[src/sv/cba_cell.sv]
// One handle entry: valid, offset, padded size and rank. The selected cell
// puts its entry on the chain, others pass the incoming one along, so it can
// be read out of the end of the chain; commands are broadcast to all cells.
module cba_cell #(
    parameter int unsigned OFF_W  = 16,
    parameter int unsigned RANK_W = 6,
    parameter int unsigned IDX_W  = 6,
    parameter int unsigned MY_IDX = 0
) (
    input  logic              i_clk,
    input  logic              i_rst_n,
    // broadcast command
    input  logic              i_sel_hit,   // update enable for the selected entry
    input  logic [IDX_W-1:0]  i_sel,       // handle being looked up
    input  logic              i_wr_new,    // allocate into selected entry
    input  logic              i_wr_free,   // clear selected entry
    input  logic              i_wr_size,   // resize selected entry
    input  logic              i_shift,     // adjust later entries
    input  logic              i_shift_up,
    input  logic              i_dec_rank,
    input  logic [OFF_W-1:0]  i_delta,
    input  logic [RANK_W-1:0] i_ref_rank,
    input  logic [OFF_W-1:0]  i_new_off,
    input  logic [OFF_W-1:0]  i_new_size,
    input  logic [RANK_W-1:0] i_new_rank,
    // neighbor chain: match propagates toward the end
    input  logic              i_hit,
    input  logic              i_pvalid,
    input  logic [OFF_W-1:0]  i_poff,
    input  logic [OFF_W-1:0]  i_psize,
    input  logic [RANK_W-1:0] i_prank,
    output logic              o_hit,
    output logic              o_pvalid,
    output logic [OFF_W-1:0]  o_poff,
    output logic [OFF_W-1:0]  o_psize,
    output logic [RANK_W-1:0] o_prank
);
    logic              r_valid;
    logic [OFF_W-1:0]  r_off;
    logic [OFF_W-1:0]  r_size;
    logic [RANK_W-1:0] r_rank;
    logic              w_mine;
    logic              w_later;

    assign w_mine  = (i_sel == IDX_W'(MY_IDX));
    assign w_later = r_valid && (r_rank > i_ref_rank);

    // readout: the matching cell injects its entry, others pass along
    always_comb begin
        if (w_mine) begin
            o_hit    = 1'b1;
            o_pvalid = r_valid;
            o_poff   = r_off;
            o_psize  = r_size;
            o_prank  = r_rank;
        end else begin
            o_hit    = i_hit;
            o_pvalid = i_pvalid;
            o_poff   = i_poff;
            o_psize  = i_psize;
            o_prank  = i_prank;
        end
    end

    always_ff @(posedge i_clk) begin
        if (!i_rst_n) begin
            r_valid <= 1'b0;
        end else if (i_sel_hit && w_mine && i_wr_new) begin
            r_valid <= 1'b1;
        end else if (i_sel_hit && w_mine && i_wr_free) begin
            r_valid <= 1'b0;
        end
    end

    always_ff @(posedge i_clk) begin
        if (i_sel_hit && w_mine && i_wr_new) begin
            r_off  <= i_new_off;
            r_size <= i_new_size;
            r_rank <= i_new_rank;
        end else if (i_sel_hit && w_mine && i_wr_size) begin
            r_size <= i_new_size;
        end else if (i_shift && w_later) begin
            r_off <= i_shift_up ? r_off + i_delta : r_off - i_delta;
            if (i_dec_rank) begin
                r_rank <= r_rank - RANK_W'(1);
            end
        end
    end
endmodule

[config.mk]
export PLATFORM = sky130hd
export DESIGN_NAME = cba_cell
export DESIGN_NICKNAME = d
export VERILOG_FILES = /design/src/sv/cba_cell.sv
export SDC_FILE = /design/constraint.sdc
export NUM_CORES = 1
export LEC_CHECK = 0
export ABC_AREA = 1
export BUFFER_PORTS_ARGS = -buffer_cell sky130_fd_sc_hd__clkbuf_2
export CORE_MARGIN = 2
export CORE_UTILIZATION = 49
export CTS_BUF_LIST = sky130_fd_sc_hd__clkbuf_8
export DETAILED_ROUTE_END_ITERATION = 8
export GPL_ROUTABILITY_DRIVEN = 0
export PLACE_DENSITY = 0.81
export SLEW_MARGIN = 40
export SYNTH_ARGS = -nofsm -noshare
export SYNTH_HDL_FRONTEND = slang
export SYNTH_SLANG_ARGS = --single-unit
[constraint.sdc]
create_clock -name i_clk -period 2.5 [get_ports i_clk]
set_clock_uncertainty 0.1 [all_clocks]
set_input_delay 0.125 -clock i_clk [delete_from_list [all_inputs] [get_ports i_clk]]
set_output_delay 0.125 -clock i_clk [all_outputs]
set_load 0.02 [all_outputs]
==> impl_metrics.json, run 1 <==
{
  "timing.critical_path.from_type": "input pin",
  "rr_worst_depth": 10,
  "yosys_most_used_dff": "edfxtp_1",
  "wl_met3_um": 693,
  "root_buffer_selected_by_cts": "clkbuf_8",
  "critical-path-top-delay-family": "simple AND/OR/NAND/NOR gates",
  "grt_start_max_net_pins": 44,
  "power.density_mw_per_mm2": 405.9,
  "floorplan.initialDensity_pct": 50.59,
  "hpwl_mm": 7.831,
  "synth_commonest_cells": "nand2_1 (219), inv_1 (43), edfxtp_1 (38), nor2_1 (37), ha_1 (27)",
  "cp.arrival_ps": 2290,
  "grt.total_usage_pct": 26.85,
  "netlist.top_cell.by_area": "edfxtp_1",
  "synth.mux.area_fraction_pct": 0,
  "final_core_utilization_pct": 68.67,
  "critical_path.reg2reg.startpoint": "r_off[0]",
  "placement.setup.worst_slack_ps": -211.1,
  "net_count_after_synthesis": 634,
  "antennaDiodeCount": 0,
  "max_freq_mhz": 428.6,
  "end_point_of_the_most_critical_hold_path": "r_off[12]",
  "later_pin_clock_latency_in_the_skew_report_ps": 300,
  "die-area_mm2": 0.007660,
  "detail_route.drc_violations": 0,
  "detailedRoute.firstIterationViolations": 269,
  "tritoncts": "yes",
  "synth-seq-area-share_pct": 33.97,
  "ctsHtreeMaxLevel": 2,
  "timing_max_transition_violations_final": 0,
  "ant_nets": 0,
  "most_used_cell_along_the_critical_path": "nand2_1",
  "required_ps": 2460,
  "unrepaired_setup_endpoints_after_global_routing": "no",
  "p_leak_nw": 2.501,
  "maxUsedRoutingLayer": "met4",
  "boundaryPins": 155,
  "critical_path.max_stage_delay_ps": 370,
  "asyncSetResetFlopFracSynth_pct": 0,
  "synth_top_family_by_area": "simple AND/OR/NAND/NOR gates",
  "detailroute.wirelength.met2_mm": 5.081,
  "synthesis.area_mm2": 0.003418,
  "vias_per_cell": 5.046,
  "first_pass_iters": 4,
  "yosys.area_share.simple_pct": 34.33,
  "die_height_um": 87.52,
  "flow.area_growth_from_synthesis_pct": 35.72,
  "crit_cells": 18,
  "final_layout_size_suffix_gt1_share_pct": 28.19,
  "count_of_different_cell_masters_after_synthesis": 32,
  "avgRoutedWirePerCell_um": 13.39,
  "max_cap_violations": 0,
  "synth-xor-area-share_pct": 5.381,
  "cp_cell_sequence": "clkbuf_2 > inv_1 > ha_1 > inv_1 > nor2_2 > nand2_2 > nor2_2 > a41oi_1 > xor2_1 > ha_1 > nand2_1 > nor2_1 > and2_1 > nand2_1 > nand2_1 > nand3_1 > nand3_1 > nand2_1",
  "outcome": "finished, final reports clean",
  "r2r_slack_ps": 320,
  "clock_sink_count": 39,
  "worst_slew_margin_rel_pct": 53.71,
  "r2r_end": "r_off[10]",
  "hold_path.startpoint": "i_new_off[12]",
  "yosys.area_share.adder_pct": 10.47,
  "worst_setup_path_startpoint": "i_delta[0]",
  "worstPathBufferInverterCount": 3,
  "layout_net_count": 816,
  "hold_class": "input pin to flop",
  "critical_path_class": "input pin to flop",
  "synth_edf_count": 38,
  "critical-path-slowest-cell": "ha_1",
  "ir_worst_vdd_v": 0.0002721,
  "cts.reportedPaths.clkPinSlew_ps": 90,
  "ys_top_cells_by_area": "edfxtp_1 (33%), nand2_1 (24%), ha_1 (9.9%), inv_1 (4.7%), nor2_1 (4.1%)",
  "placementRows": 30,
  "first_global_vias": 3670,
  "cts_buffers": 5,
  "yosysWarnings": 0,
  "antenna_found_initial": 0,
  "route.final.wire_length_mm": 10.10,
  "detailroute.via_count": 3805,
  "finalCriticalPeriod_ps": 2333,
  "placeableCoreArea_mm2": 0.006756,
  "finalSetupViolCount": 0,
  "timing_hold_violations_final": 0,
  "setup.worst_path.end_class": "flop",
  "synth_cells": 491,
  "postSynthRegisterBits": 39,
  "worstMarginPinSlew_ps": 692.7,
  "timing.critical_path.fanout_max": 5,
  "portBuffers": 154,
  "grt_overflow_total": 0,
  "post-route-period-util_pct": 93.32,
  "finalSetupTns_ps": 0,
  "max-clock-path-buffers": 2,
  "post_synth.cell_area_avg_um2": 6.962,
  "wl_met1_mm": 4.139,
  "die-width_um": 87.52,
  "synth_compound_area_share_pct": 8.382,
  "yosysMostFrequentCell": "nand2_1",
  "portion_of_synthesized_cell_area_occupied_by_the_leading_cell_type_pct": 33.38,
  "setup_slack_ps": 166.9,
  "min_delay_path_depth": 3,
  "grt_first_pass_wirelength_mm": 16.17
}
-- worst reg2reg max path: cells and delay by family (launching register included) --
family	cells	cell delay (ps)
flip-flops	1	410
AND/OR/NAND/NOR	8	770
adder cells (fa/ha/maj)	2	650
-- layout make-up --
type / count / area, µm²
timing repair buffer: 188 / 1074
sequential: 39 / 1161
inverter: 45 / 170.2
multi-input combinational: 394 / 2019
clock inverter: 3 / 46.29
fill: 577 / 2117
tap: 80 / 100.1
clock buffer: 5 / 68.82
-- how the worst max path moves through the flow --
stage / slack (ps) / to
2_1_floorplan: 200 / r_off[15]
3_3_place_gp: -30 / r_off[15]
3_5_place_dp: -210 / r_off[15]
4_1_cts: 100 / r_off[15]
5_1_grt: 2 / r_off[15]
6_report: 170 / r_off[15]
-- per-layer routing --
layer / up-vias / GRT usage [%]
met2: 143 / 48.00
li1: 1939 / -
met3: 14 / 4.455
met4: 0 / 8.531
met5: - / 0
met1: 1709 / 32.86
-- flip-flops by register name, indices dropped and copies added, names as in the netlist --
register	count
r_valid	1
r_size	16
r_off	16
r_rank	6
-- power breakdown --
group / internal, mW / total, mW / leakage [nW] / switching, mW
logic: 0.265 / 0.593 / 2.10 / 0.328
clock network: 0.301 / 0.559 / 0.0548 / 0.258
registers: 0.729 / 0.731 / 0.350 / 0.00145
-- stage by stage --
step | cell area (µm²) | hold WS, ps | std cells | power [mW]
2_1_floorplan | 3418 | 123.9 | 491 | 1.082
3_3_place_gp | 4302 | 202.9 | 725 | 1.278
3_5_place_dp | 4302 | 204.2 | 725 | 1.296
4_1_cts | 4607 | 0.03564 | 752 | 1.868
5_1_grt | 4639 | 19.80 | 754 | 1.975
6_report | 4639 | 6.087 | 754 | 1.883
-- timing repair --
item                                   4_1_cts  5_1_grt
buffers inserted                             0        2
endpoints found under the hold margin       19        0
hold buffers                                19        0
resized for setup                            0        7
setup endpoints to repair                    0        6
-- kinds of logic after synthesis --
| group | after synthesis |
|---|---|
| compound gates | 53 |
| xor+xnor | 21 |
| fa+ha+maj | 28 |
| buf+inv | 58 |
| flops | 39 |
| simple gates | 292 |
-- placed cells by master, fill, tap and decap left out, types with 2 or more instances in the layout --
cell type / instances
a21oi_1: 18
a31oi_1: 2
buf_4: 15
clkbuf_2: 154
clkbuf_8: 5
dlygate4sd3_1: 19
edfxtp_1: 38
ha_1: 27
inv_1: 43
nand2_1: 217
nand2_2: 2
nand3_1: 24
nand3b_1: 2
nand4_1: 3
nor2_1: 34
nor2_2: 3
o21ai_0: 14
o21ai_1: 12
o21bai_1: 2
or2_2: 3
xnor2_1: 12
xor2_1: 9
No activity file was read; power rests on OpenSTA's default activity.
==> inputs of run 2 (changes only) <==
Settings changed: CTS_BUF_LIST sky130_fd_sc_hd__clkbuf_8 to sky130_fd_sc_hd__clkbuf_4, PLACE_DENSITY 0.81 to 0.9.
==> run 2 against run 1 <==
Sequential share of layout area fell by 0.77 points. Clock power shrank 18%. Register-to-register slack improved by 40 ps. Sequential cell count stayed put. Die area unchanged. Core utilization up 2.2 points. First-iteration DRC count fell by 1.5%. Cell area up 3.2%. Via count up 5.9%. Critical path depth did not move. Combinational power up 3.9%. Fmax rose by 0.94%.
==> impl_metrics.json, run 2 (synthesized netlist as in run 1, its figures left out) <==
{
  "later_pin_clock_latency_in_the_skew_report_ps": 370,
  "unrepaired_setup_endpoints_after_global_routing": "no",
  "first_pass_iters": 5,
  "global_route.usage.met2_pct": 52.34,
  "setup.worst_path.end_class": "flop",
  "antennaDiodeCount": 0,
  "timing_hold_violations_final": 0,
  "cellInternalPower_mw": 1.222,
  "die-width_um": 87.52,
  "worstMarginPinSlew_ps": 722.2,
  "p_leak_nw": 2.565,
  "tritoncts": "yes",
  "placement.setup.worst_slack_ps": -249.1,
  "timing_max_transition_violations_final": 0,
  "layout.cells.most_common": "nand2_1",
  "filler_cells_inserted": 512,
  "required_ps": 2530,
  "cp.arrival_ps": 2340,
  "placed_cell_area_mm2": 0.004302,
  "finalSetupViolCount": 0,
  "switching_share_pct": 32.39,
  "timing.critical_path.fanout_max": 5,
  "grt_start_max_net_pins": 44,
  "detail_route.drc_violations": 0,
  "layout_net_count": 834,
  "route.final.wire_length_mm": 10.84,
  "avgRoutedWirePerCell_um": 14.04,
  "final_core_utilization_pct": 70.85,
  "final_layout_size_suffix_gt1_share_pct": 26.73,
  "detailedRoute.firstIterationViolations": 265,
  "max_cap_violations": 0,
  "placementRows": 30,
  "ctsHtreeMaxLevel": 2,
  "cts_buffers": 5,
  "grt_overflow_total": 0,
  "antenna_found_initial": 0,
  "critical_path_class": "input pin to flop",
  "whs_ps": 38.65,
  "ant_nets": 0,
  "cts.reportedPaths.clkPinSlew_ps": 130,
  "final_area_mm2": 0.004787,
  "max_freq_mhz": 432.6,
  "boundaryPins": 155,
  "first_global_vias": 3965,
  "pwr-share-clk_pct": 25.5,
  "grt.total_usage_pct": 28.61,
  "hpwl_mm": 7.785,
  "worst_slew_margin_rel_pct": 51.74,
  "proportion_of_power_drawn_by_combinational_gates_pct": 34.1,
  "outcome": "finished, final reports clean",
  "ir_worst_vdd_v": 0.0002171,
  "vias_per_cell": 5.218,
  "detailroute.via_count": 4028,
  "p_seq_share_pct": 40.4,
  "hold_class": "input pin to flop",
  "layout.cells.most_common_list": "nand2_1 (219), clkbuf_2 (154), inv_1 (43)",
  "finalCriticalPeriod_ps": 2311,
  "timing.critical_path.from_type": "input pin",
  "post-route-period-util_pct": 92.46,
  "grt_first_pass_wirelength_mm": 17.28,
  "reg.largest.list": "r_off (16), r_size (16), r_rank (6)",
  "max-clock-path-buffers": 2,
  "die-area_mm2": 0.007660,
  "post_cts_buffers": 0,
  "clock_sink_count": 39,
  "portBuffers": 154,
  "root_buffer_selected_by_cts": "clkbuf_4",
  "setup_slack_ps": 188.6,
  "flow.area_growth_from_synthesis_pct": 40.04,
  "floorplan.initialDensity_pct": 50.59,
  "use_met3_pct": 5.213,
  "p_sw_mw": 0.5854,
  "die_height_um": 87.52,
  "globalRoute.busiestLayer": "met2",
  "power.density_mw_per_mm2": 377.5,
  "placeableCoreArea_mm2": 0.006756,
  "grtUsageMet1_pct": 33.57
}
## run 2: cell count changes in the layout (fill, tap and decap cells not counted), sizes merged
cell,before,now
dlygate4sd3,19,39
buf,15,13
## run 2: path summary, 6_finish.rpt
check	start	to	slack (ps)	cells past startpoint
setup / recovery	i_delta[0]	r_off[15]	190	18
hold / removal	i_new_rank[3]	r_rank[3]	40	3
setup reg to reg	r_off[0]	r_off[10]	360	10
hold reg to reg	r_rank[0]	r_rank[0]	520	1
## run 2: power groups by stage
stage          clock [mW]  sequential, mW  combinational, mW
6_report            0.460           0.731              0.616
5_1_grt             0.488           0.731              0.681
4_1_cts             0.457           0.731              0.602
3_5_place_dp            0           0.746              0.549
3_3_place_gp            0           0.746              0.528
2_1_floorplan           0           0.745              0.336
## run 2: metal layers
metal / part of all wire (%) / vias up / routed length [µm]
li1: - / 1984 / -
met3: 7.4 / 21 / 804
met5: 0 / - / 0
met4: 1.8 / 0 / 195
met1: 39 / 1829 / 4215
met2: 52 / 194 / 5624
## run 2: repair_timing
item	in CTS	in global routing
endpoints found under the setup margin	0	4
hold buffers	39	0
endpoints found under the hold margin	38	0
resized for setup	0	3
## run 2: area by class of cell
cell class	count	area (µm²)	area share (%)
multi-input cells	394	2013	42.05
inverters	45	170.2	3.555
clock buffers	5	37.54	0.7841
well taps	80	100.1	2.091
flip-flops and latches	39	1161	24.26
repair buffers	206	1259	26.29
clock inverters	3	46.29	0.9671
## run 2: worst max-delay path: stages
cell and delay [ps]:
clkbuf_2 90, inv_1 70, ha_1 140, inv_1 50
nor2_1 120, nand2_1 130, nor2_2 160, a41oi_1 140
xor2_1 180, ha_1 350, nand2_1 90, nand2_1 60
a21oi_1 190, nand2_1 100, a21oi_1 140, nand2_1 70
nand3_1 90, nand2_1 60
## run 2: through the flow
step	total power [mW]	cells	TNS [ps]
floorplan	1.082	491	0
global placement	1.273	725	-106.9
detailed placement	1.295	725	-946.7
CTS	1.790	772	0
global route	1.900	772	0
finish	1.807	772	0
