--- src/sv/cba_pkg.sv ---
package cba_pkg;

    localparam int unsigned HEAP_BYTES_DEF  = 32768;
    localparam int unsigned ALIGN_BYTES_DEF = 4;
    localparam int unsigned NUM_HANDLES_DEF = 64;

    localparam int unsigned KIND_W   = 2;
    localparam int unsigned HANDLE_W = 6;
    localparam int unsigned SIZE_W   = 16;
    localparam int unsigned STATUS_W = 2;
    localparam int unsigned FIELD_W  = 16;

    typedef enum logic [KIND_W-1:0] {
        K_ALLOC  = 2'd0,
        K_FREE   = 2'd1,
        K_RESIZE = 2'd2,
        K_NONE   = 2'd3
    } t_kind;

    typedef enum logic [STATUS_W-1:0] {
        ST_OK       = 2'd0,
        ST_NO_SPACE = 2'd1,
        ST_ALLOCED  = 2'd2,
        ST_NOT_ALLOC = 2'd3
    } t_status;

    typedef enum logic [1:0] {
        S_IDLE,
        S_LOOKUP,
        S_APPLY,
        S_OUT
    } t_state;

endpackage

--- src/sv/cba_if.sv ---
interface cba_req_if;
    logic                          valid;
    logic                          ready;
    logic [cba_pkg::KIND_W-1:0]    kind;
    logic [cba_pkg::HANDLE_W-1:0]  handle;
    logic [cba_pkg::SIZE_W-1:0]    size_bytes;
    modport source (output valid, kind, handle, size_bytes, input ready);
    modport sink   (input valid, kind, handle, size_bytes, output ready);
endinterface

interface cba_rsp_if;
    logic                          valid;
    logic                          ready;
    logic [cba_pkg::STATUS_W-1:0]  status;
    logic [cba_pkg::FIELD_W-1:0]   block_offset;
    logic [cba_pkg::FIELD_W-1:0]   free_after;
    logic [cba_pkg::FIELD_W-1:0]   move_src;
    logic [cba_pkg::FIELD_W-1:0]   move_dst;
    logic [cba_pkg::FIELD_W-1:0]   move_len;
    modport source (output valid, status, block_offset, free_after, move_src, move_dst,
                    move_len, input ready);
    modport sink   (input valid, status, block_offset, free_after, move_src, move_dst,
                    move_len, output ready);
endinterface

--- src/sv/cba_ctrl.sv ---
// Sequencer: looks up the entry, decides the outcome, broadcasts the
// update and holds the result in an output register.
module cba_ctrl
    import cba_pkg::*;
#(
    parameter int unsigned HEAP_BYTES  = HEAP_BYTES_DEF,
    parameter int unsigned ALIGN_BYTES = ALIGN_BYTES_DEF,
    parameter int unsigned NUM_HANDLES = NUM_HANDLES_DEF,
    parameter int unsigned OFF_W       = $clog2(HEAP_BYTES + 1),
    parameter int unsigned RANK_W      = $clog2(NUM_HANDLES),
    parameter int unsigned IDX_W       = $clog2(NUM_HANDLES)
) (
    input  logic              i_clk,
    input  logic              i_rst_n,
    cba_req_if.sink           req,
    cba_rsp_if.source         rsp,
    output logic [IDX_W-1:0]  o_sel,
    output logic              o_sel_hit,
    output logic              o_wr_new,
    output logic              o_wr_free,
    output logic              o_wr_size,
    output logic              o_shift,
    output logic              o_shift_up,
    output logic              o_dec_rank,
    output logic [OFF_W-1:0]  o_delta,
    output logic [RANK_W-1:0] o_ref_rank,
    output logic [OFF_W-1:0]  o_new_off,
    output logic [OFF_W-1:0]  o_new_size,
    output logic [RANK_W-1:0] o_new_rank,
    input  logic              i_hit,
    input  logic              i_pvalid,
    input  logic [OFF_W-1:0]  i_poff,
    input  logic [OFF_W-1:0]  i_psize,
    input  logic [RANK_W-1:0] i_prank
);
    localparam int unsigned PW = SIZE_W + 1;
    localparam int unsigned CW = $clog2(NUM_HANDLES + 1);
    localparam bit          POW2 = (ALIGN_BYTES & (ALIGN_BYTES - 1)) == 0;
    // reciprocal of the alignment, exact for every 16-bit size
    localparam int unsigned     RK = 23;
    localparam longint unsigned RM = ((longint'(1) << RK) + ALIGN_BYTES - 1) / ALIGN_BYTES;

    t_state  r_state, n_state;
    t_kind   r_kind;
    logic [HANDLE_W-1:0] r_handle;
    logic [PW-1:0]       r_pad;
    logic [OFF_W-1:0]    r_free;
    logic [CW-1:0]       r_live;
    logic [RANK_W-1:0]   r_rank;
    logic [OFF_W-1:0]    r_off, r_old;
    logic                r_valid;
    logic [OFF_W-1:0]    r_delta;
    logic                r_up;
    // result register
    logic [STATUS_W-1:0] r_st;
    logic [FIELD_W-1:0]  r_boff, r_src, r_dst, r_len;

    logic [PW-1:0]    w_pad;
    logic             w_inrange;
    logic [OFF_W:0]   w_top, w_srcx, w_lenx;
    logic             w_ok;
    t_status          w_st;
    logic             w_pad_big, w_grow_big;

    // pad to alignment: mask for powers of two, else remainder by reciprocal multiply
    always_comb begin
        logic [PW-1:0]     s, rem;
        logic [47:0]       prod;
        logic [SIZE_W-1:0] quo;
        s    = PW'(req.size_bytes);
        prod = 48'(req.size_bytes) * 48'(RM);
        quo  = SIZE_W'(prod >> RK);
        if (POW2) begin
            rem   = s & PW'(ALIGN_BYTES - 1);
            w_pad = (rem == '0) ? s : ((s | PW'(ALIGN_BYTES - 1)) + PW'(1));
        end else begin
            rem   = s - PW'(32'(quo) * ALIGN_BYTES);
            w_pad = (rem == '0) ? s : s + PW'(ALIGN_BYTES) - rem;
        end
    end

    assign w_inrange = (32'(r_handle) < NUM_HANDLES);
    assign o_sel     = IDX_W'(r_handle);
    assign w_top     = (OFF_W+1)'(HEAP_BYTES) - (OFF_W+1)'(r_free);
    assign w_srcx    = (OFF_W+1)'(r_off) + (OFF_W+1)'(r_old);
    assign w_lenx    = (w_top > w_srcx) ? w_top - w_srcx : '0;
    assign w_pad_big  = (32'(r_pad) > 32'(r_free));
    assign w_grow_big = (32'(r_pad) > 32'(r_old)) &&
                        (32'(r_pad) - 32'(r_old) > 32'(r_free));

    // outcome of the looked-up request
    always_comb begin
        w_st = ST_OK;
        w_ok = 1'b0;
        case (r_kind)
            K_ALLOC: begin
                if (!w_inrange || w_pad_big) w_st = ST_NO_SPACE;
                else if (r_valid)            w_st = ST_ALLOCED;
                else                         w_ok = 1'b1;
            end
            K_FREE: begin
                if (!w_inrange || !r_valid)  w_st = ST_NOT_ALLOC;
                else                         w_ok = 1'b1;
            end
            K_RESIZE: begin
                if (!w_inrange || !r_valid)        w_st = ST_NOT_ALLOC;
                else if (32'(r_pad) == 32'(r_old)) w_ok = 1'b0;
                else if (w_grow_big)               w_st = ST_NO_SPACE;
                else                               w_ok = 1'b1;
            end
            default: w_st = ST_OK;
        endcase
    end

    always_comb begin
        n_state = r_state;
        case (r_state)
            S_IDLE:   if (req.valid) n_state = S_LOOKUP;
            S_LOOKUP: n_state = S_APPLY;
            S_APPLY:  n_state = S_OUT;
            S_OUT:    if (rsp.ready) n_state = S_IDLE;
            default:  n_state = S_IDLE;
        endcase
    end

    assign req.ready  = (r_state == S_IDLE);
    assign rsp.valid  = (r_state == S_OUT);
    assign rsp.status = r_st;
    assign rsp.block_offset = r_boff;
    assign rsp.free_after   = FIELD_W'(r_free);
    assign rsp.move_src = r_src;
    assign rsp.move_dst = r_dst;
    assign rsp.move_len = r_len;

    // broadcast to the cells during the apply cycle
    assign o_sel_hit  = (r_state == S_APPLY) && w_ok;
    assign o_wr_new   = (r_kind == K_ALLOC);
    assign o_wr_free  = (r_kind == K_FREE);
    assign o_wr_size  = (r_kind == K_RESIZE);
    assign o_shift    = o_sel_hit && (r_kind != K_ALLOC);
    assign o_shift_up = r_up;
    assign o_dec_rank = (r_kind == K_FREE);
    assign o_delta    = r_delta;
    assign o_ref_rank = r_rank;
    assign o_new_off  = OFF_W'(w_top);
    assign o_new_size = OFF_W'(r_pad);
    assign o_new_rank = RANK_W'(r_live);

    always_ff @(posedge i_clk) begin
        if (!i_rst_n) begin
            r_state <= S_IDLE;
            r_free  <= OFF_W'(HEAP_BYTES);
            r_live  <= '0;
        end else begin
            r_state <= n_state;
            if (o_sel_hit) begin
                case (r_kind)
                    K_ALLOC: begin
                        r_free <= r_free - OFF_W'(r_pad);
                        r_live <= r_live + CW'(1);
                    end
                    K_FREE: begin
                        r_free <= r_free + r_old;
                        r_live <= r_live - CW'(1);
                    end
                    default: r_free <= r_up ? r_free - r_delta : r_free + r_delta;
                endcase
            end
        end
    end

    // payload registers
    always_ff @(posedge i_clk) begin
        if (req.valid && req.ready) begin
            r_kind   <= t_kind'(req.kind);
            r_handle <= req.handle;
            r_pad    <= w_pad;
        end
        if (r_state == S_LOOKUP) begin
            r_valid <= i_hit && i_pvalid;
            r_off   <= i_poff;
            r_old   <= i_psize;
            r_rank  <= i_prank;
            if (r_kind == K_FREE) begin
                r_delta <= i_psize;
                r_up    <= 1'b0;
            end else if (32'(r_pad) > 32'(i_psize)) begin
                r_delta <= OFF_W'(32'(r_pad) - 32'(i_psize));
                r_up    <= 1'b1;
            end else begin
                r_delta <= OFF_W'(32'(i_psize) - 32'(r_pad));
                r_up    <= 1'b0;
            end
        end
        if (r_state == S_APPLY) begin
            r_st   <= w_st;
            r_boff <= '0;
            r_src  <= '0;
            r_dst  <= '0;
            r_len  <= '0;
            if (w_st == ST_OK && r_kind != K_NONE) begin
                if (r_kind == K_ALLOC) r_boff <= FIELD_W'(w_top);
                else                   r_boff <= FIELD_W'(r_off);
                if (w_ok && r_kind != K_ALLOC && w_lenx != '0) begin
                    r_len <= FIELD_W'(w_lenx);
                    r_src <= FIELD_W'(w_srcx);
                    r_dst <= (r_kind == K_FREE) ? FIELD_W'(r_off)
                                                : FIELD_W'(32'(r_off) + 32'(r_pad));
                end
            end
        end
    end
endmodule

--- src/flat_wrapper.sv ---
// flat-port wrapper written by rule: the top's interface ports become plain ports
module cba_ctrl_flat import cba_pkg::*;
#(
    parameter int unsigned HEAP_BYTES  = HEAP_BYTES_DEF,
    parameter int unsigned ALIGN_BYTES = ALIGN_BYTES_DEF,
    parameter int unsigned NUM_HANDLES = NUM_HANDLES_DEF,
    parameter int unsigned OFF_W       = $clog2(HEAP_BYTES + 1),
    parameter int unsigned RANK_W      = $clog2(NUM_HANDLES),
    parameter int unsigned IDX_W       = $clog2(NUM_HANDLES)
)
  (i_clk, i_rst_n, o_sel, o_sel_hit, o_wr_new, o_wr_free, o_wr_size, o_shift, o_shift_up, o_dec_rank, o_delta, o_ref_rank, o_new_off, o_new_size, o_new_rank, i_hit, i_pvalid, i_poff, i_psize, i_prank, req_valid, req_kind, req_handle, req_size_bytes, req_ready, rsp_valid, rsp_status, rsp_block_offset, rsp_free_after, rsp_move_src, rsp_move_dst, rsp_move_len, rsp_ready);
  cba_req_if req_i ();
  cba_rsp_if rsp_i ();
  input  logic i_clk;
  input  logic i_rst_n;
  output logic [IDX_W-1:0] o_sel;
  output logic o_sel_hit;
  output logic o_wr_new;
  output logic o_wr_free;
  output logic o_wr_size;
  output logic o_shift;
  output logic o_shift_up;
  output logic o_dec_rank;
  output logic [OFF_W-1:0] o_delta;
  output logic [RANK_W-1:0] o_ref_rank;
  output logic [OFF_W-1:0] o_new_off;
  output logic [OFF_W-1:0] o_new_size;
  output logic [RANK_W-1:0] o_new_rank;
  input  logic i_hit;
  input  logic i_pvalid;
  input  logic [OFF_W-1:0] i_poff;
  input  logic [OFF_W-1:0] i_psize;
  input  logic [RANK_W-1:0] i_prank;
  input wire logic [$bits(req_i.valid)-1:0] req_valid;
  input wire logic [$bits(req_i.kind)-1:0] req_kind;
  input wire logic [$bits(req_i.handle)-1:0] req_handle;
  input wire logic [$bits(req_i.size_bytes)-1:0] req_size_bytes;
  output wire logic [$bits(req_i.ready)-1:0] req_ready;
  output wire logic [$bits(rsp_i.valid)-1:0] rsp_valid;
  output wire logic [$bits(rsp_i.status)-1:0] rsp_status;
  output wire logic [$bits(rsp_i.block_offset)-1:0] rsp_block_offset;
  output wire logic [$bits(rsp_i.free_after)-1:0] rsp_free_after;
  output wire logic [$bits(rsp_i.move_src)-1:0] rsp_move_src;
  output wire logic [$bits(rsp_i.move_dst)-1:0] rsp_move_dst;
  output wire logic [$bits(rsp_i.move_len)-1:0] rsp_move_len;
  input wire logic [$bits(rsp_i.ready)-1:0] rsp_ready;
  assign req_i.valid = req_valid;
  assign req_i.kind = req_kind;
  assign req_i.handle = req_handle;
  assign req_i.size_bytes = req_size_bytes;
  assign req_ready = req_i.ready;
  assign rsp_valid = rsp_i.valid;
  assign rsp_status = rsp_i.status;
  assign rsp_block_offset = rsp_i.block_offset;
  assign rsp_free_after = rsp_i.free_after;
  assign rsp_move_src = rsp_i.move_src;
  assign rsp_move_dst = rsp_i.move_dst;
  assign rsp_move_len = rsp_i.move_len;
  assign rsp_i.ready = rsp_ready;
  cba_ctrl #(.HEAP_BYTES(HEAP_BYTES), .ALIGN_BYTES(ALIGN_BYTES), .NUM_HANDLES(NUM_HANDLES), .OFF_W(OFF_W), .RANK_W(RANK_W), .IDX_W(IDX_W)) u_core (.i_clk(i_clk), .i_rst_n(i_rst_n), .req(req_i), .rsp(rsp_i), .o_sel(o_sel), .o_sel_hit(o_sel_hit), .o_wr_new(o_wr_new), .o_wr_free(o_wr_free), .o_wr_size(o_wr_size), .o_shift(o_shift), .o_shift_up(o_shift_up), .o_dec_rank(o_dec_rank), .o_delta(o_delta), .o_ref_rank(o_ref_rank), .o_new_off(o_new_off), .o_new_size(o_new_size), .o_new_rank(o_new_rank), .i_hit(i_hit), .i_pvalid(i_pvalid), .i_poff(i_poff), .i_psize(i_psize), .i_prank(i_prank));
endmodule
--- config.mk ---
export PLATFORM = sky130hd
export DESIGN_NAME = cba_ctrl_flat
export DESIGN_NICKNAME = d
export VERILOG_FILES = /design/src/sv/cba_pkg.sv /design/src/sv/cba_if.sv /design/src/sv/cba_ctrl.sv /design/src/flat_wrapper.sv
export SDC_FILE = /design/constraint.sdc
export NUM_CORES = 1
export LEC_CHECK = 0
export BUFFER_PORTS_ARGS = -buffer_cell sky130_fd_sc_hd__buf_4
export CAP_MARGIN = 20
export CORE_MARGIN = 2
export CORE_UTILIZATION = 40
export CTS_CLUSTER_DIAMETER = 40
export DETAILED_ROUTE_END_ITERATION = 6
export SLEW_MARGIN = 15
export SYNTH_ARGS = -nofsm -noshare
export SYNTH_HDL_FRONTEND = slang
export SYNTH_SLANG_ARGS = --single-unit
--- constraint.sdc ---
create_clock -name i_clk -period 6.9 [get_ports i_clk]
set_input_delay 1.38 -clock i_clk [delete_from_list [all_inputs] [get_ports i_clk]]
set_output_delay 1.38 -clock i_clk [all_outputs]
set_load 0.01 [all_outputs]
==> qor.csv <==
stage,metric,value,unit
cells_and_area,area occupied by multi-input gates,8730,um^2
cells_and_area,share of layout cells above drive strength 1,17.6,%
yosys,Post-synth EDFFs,147,
setup_path,Worst R2R Start,u_core.r_pad[0],
clock_network,Clock transition at path regs,0.07,ns
die,Die Ht,194,um
sta,Fmax achieved,152,MHz
setup_path,WP data required,5.52,ns
route,DRT Wirelength,50400,um
route,# DRC,0,
cells_and_area,Nets,2042,
flow_run,max capacitance violation total,0,
worst_hold_path,hold path depth,2,
sta,Setup-failing EPs final,0,
setup_path,critical path class,reg -> out,
route,DRT Pass-1 Iters,6,
worst_hold_path,Hold Crit Class,reg -> reg,
clock_network,clk_lat worst skew,0.45,ns
yosys,Synth cell types,74,
yosys,ys async rst share,0,%
yosys,"Warnings, synthesis",0,
yosys,leading area contributor after synthesis,edfxtp_1,
clock_network,maximum root-to-sink buffer count,2,
setup_path,crit end category,output port,
yosys,syn_area_per_cell,8.95,um^2
setup_path,RR Endpoint,u_core.rsp.move_dst[15],
power,Reg power frac,21.9,%
sta,Final min period,6.58,ns
yosys,largest cells by area after synthesis,"edfxtp_1 (31%), ha_1 (13%), xnor2_1 (6.2%), a21oi_1 (5.4%), dfxtp_1 (3.3%)",
clock_network,TritonCTS clock tree,yes,
power,cell internal pwr,4.30,mW
route,Initial DRC Count,1072,
place,Final HPWL DP,40000,um
global_routing,initial antenna violation count,1,
die,# IOs,225,
setup_path,Reg2Reg Depth,24,
clock_network,CTS root buffer,clkbuf_16,
route,DR WL/cell,22.1,um
sta,Slew @ Worst Pin,0.993,ns
power,Net Sw Power,4.12,mW
die,core area,35500,um^2
cells_and_area,fillers,3434,
setup_path,R2R Setup Slk,1.26,ns
global_routing,vias in the first global route,12546,
power,Power Density,490,nW/um^2
sta,worst setup margin,0.324,ns
setup_path,element type at the critical path start,register,
clock_network,Num CTS Buffers,17,
sta,Slew Limit Fails,0,
power,share of power burned in combinational logic,66.5,%
global_routing,GR Util All Layers,26.5,%
sta,TNS Setup,0,ns
sta,RSZ-0062 raised after global routing,no,
outcome,status,"complete, no violations",
place,RePlAce Congestion,0.957,
clock_network,H-tree depth,4,
yosys,Yosys top cell area share,30.7,%
global_routing,largest net degree at the start of global routing,70,
cells_and_area,fin util,48.4,%
die,Die Span X,194,um
worst_hold_path,HP Start,u_core.r_live[5],
die,Rows,69,
power,total chip power,8.41,mW
clock_network,"Hold-fix buffers, CTS",0,
cells_and_area,flip-flop and latch area,4890,um^2
route,Vias,13120,
sta,fin crit share,95.3,%
global_routing,first-pass GRT wire length,75600,um
power,Peak VDD IR,0.237,mV
cells_and_area,area grow syn2layout,19.4,%
yosys,Cells after Synth,1605,
route,Post-DRT Antenna Nets,0,
global_routing,gr ovfl total,0,
setup_path,Worst EP arrival,5.20,ns
yosys,Synth Cell Area,14400,um^2
worst_hold_path,worst hold endpoint,u_core.r_live[5],
route,drt via density,5.74,
cells_and_area,Ant. Diodes,0,
yosys,register area share after synthesis,34.1,%
yosys,Synth top cells by count,"a21oi_1 (154), ha_1 (154), edfxtp_1 (147)",
place,Buffers on Ports,224,
clock_network,CTS sink cnt,171,
setup_path,CP max FO,6,
sta,hold violation count in the final report,0,
place,Setup WS pre-CTS,0.794,ns
sta,Worst Clk Skew,0.0110,ns
power,Pleak,7.26,nW
yosys,dominant synthesized flop cell,edfxtp_1,
yosys,synthesis-stage register bit count,171,
die,Starting Density,40.5,%
power,clock group share of total power,11.6,%
sta,Max-slew headroom,33.7,%
power,Sw Ratio,48.9,%
die,die area,37500,um^2
[cell families after synthesis]
kind of cell / after synthesis / synth area share, %
mux: 26 / 1.85
xor+xnor: 143 / 8.71
flops: 171 / 34.1
other cells: 1 / 0.0261
fa+ha+maj: 162 / 14.5
buf+inv: 185 / 5.36
compound gates: 423 / 18.5
simple gates: 494 / 17.0
[metrics by stage]
step | instance area (um^2) | cells | hold WS [ns]
3_3_place_gp | 16500 | 2250 | 0.471
3_5_place_dp | 16500 | 2251 | 0.480
2_1_floorplan | 14400 | 1606 | 0.502
6_report | 17200 | 2286 | 0.494
5_1_grt | 17200 | 2286 | 0.503
4_1_cts | 17100 | 2283 | 0.493
[state kept, by name (all words and copies together) (netlist names), 6 cells and up]
signal                   flops
u_core.o_delta              16
u_core.rsp.move_src         16
u_core.o_sel                 6
u_core.o_ref_rank            6
u_core.rsp.free_after       16
u_core.r_live                6
u_core.rsp.move_len         16
u_core.rsp.block_offset     16
u_core.r_off                16
u_core.rsp.move_dst         16
u_core.r_pad                17
u_core.r_old                16
[critical path, stage by stage, from the launching register on]
cell       delay [ns]
edfxtp_1         0.47
inv_2            0.14
ha_1             0.18
inv_1            0.06
fa_1             0.42
a211oi_1         0.25
nor2_1           0.13
o21a_1           0.18
nor2_1           0.16
o21ai_1          0.12
nand2_1          0.12
nand2b_1         0.06
a21oi_1          0.17
xnor2_1          0.10
ha_1             0.30
nand4_1          0.13
or3_1            0.39
a21oi_1          0.18
nor4_1           0.07
o211a_1          0.25
a211oi_1         0.24
buf_4            0.17
a2bb2oi_1        0.20
nor2_1           0.10
buf_4            0.18
[area by class of cell]
cell class,instances,area share [%]
Inverter,111,2.43
Clock inverter,14,0.926
Multi-Input combinational cell,1250,50.9
Clock buffer,18,2.50
Sequential cell,171,28.5
Tap cell,461,3.36
Timing Repair Buffer,261,11.4
[cells in the final DEF (no fill, tap or decap), types with 42 or more instances in the layout]
cell type  Yosys  routed
a21o_1        43      43
a21oi_1      154     154
buf_4         18     260
edfxtp_1     147     147
ha_1         154     152
inv_1        109     108
nand2_1      106     106
nand3_1       48      48
nor2_1       119     119
nor3_1        83      83
o21ai_0       66      64
xnor2_1      101     101
xor2_1        42      42
[power by group through the flow]
stage | sequential (mW) | clock, mW | combinational (mW)
floorplan | 1.82 | 0 | 3.73
global placement | 1.85 | 0 | 5.55
detailed placement | 1.86 | 0 | 5.54
CTS | 1.84 | 1.00 | 5.56
global route | 1.87 | 1.04 | 6.12
finish | 1.84 | 0.978 | 5.60
[layer usage]
| metal | vias to the layer above | GRT usage, % | routed length [um] |
|---|---|---|---|
| met1 | 6296 | 35.7 | 22100 |
| met2 | 497 | 42.3 | 23100 |
| met5 | - | 0 | 0 |
| met4 | 0 | 10.9 | 1880 |
| met3 | 85 | 4.57 | 3320 |
| li1 | 6242 | - | - |
[how the worst max path moves through the flow]
stage | slack [ns] | end | start | cells past startpoint
after CTS | 0.26 | o_sel_hit | u_core.r_pad[0] | 24
after global routing | 0.01 | o_sel_hit | u_core.r_pad[0] | 24
after global placement | 0.88 | o_sel_hit | u_core.r_pad[0] | 24
after detailed placement | 0.79 | o_sel_hit | u_core.r_pad[0] | 24
final | 0.32 | o_sel_hit | u_core.r_pad[0] | 24
after floorplan | 1.16 | o_sel_hit | u_core.r_pad[0] | 22
[repair_timing]
item,in CTS,in global routing
setup buffers,0,3
setup endpoints to repair,0,1
gates resized for setup,0,3
No activity file was read; power rests on OpenSTA's default activity.
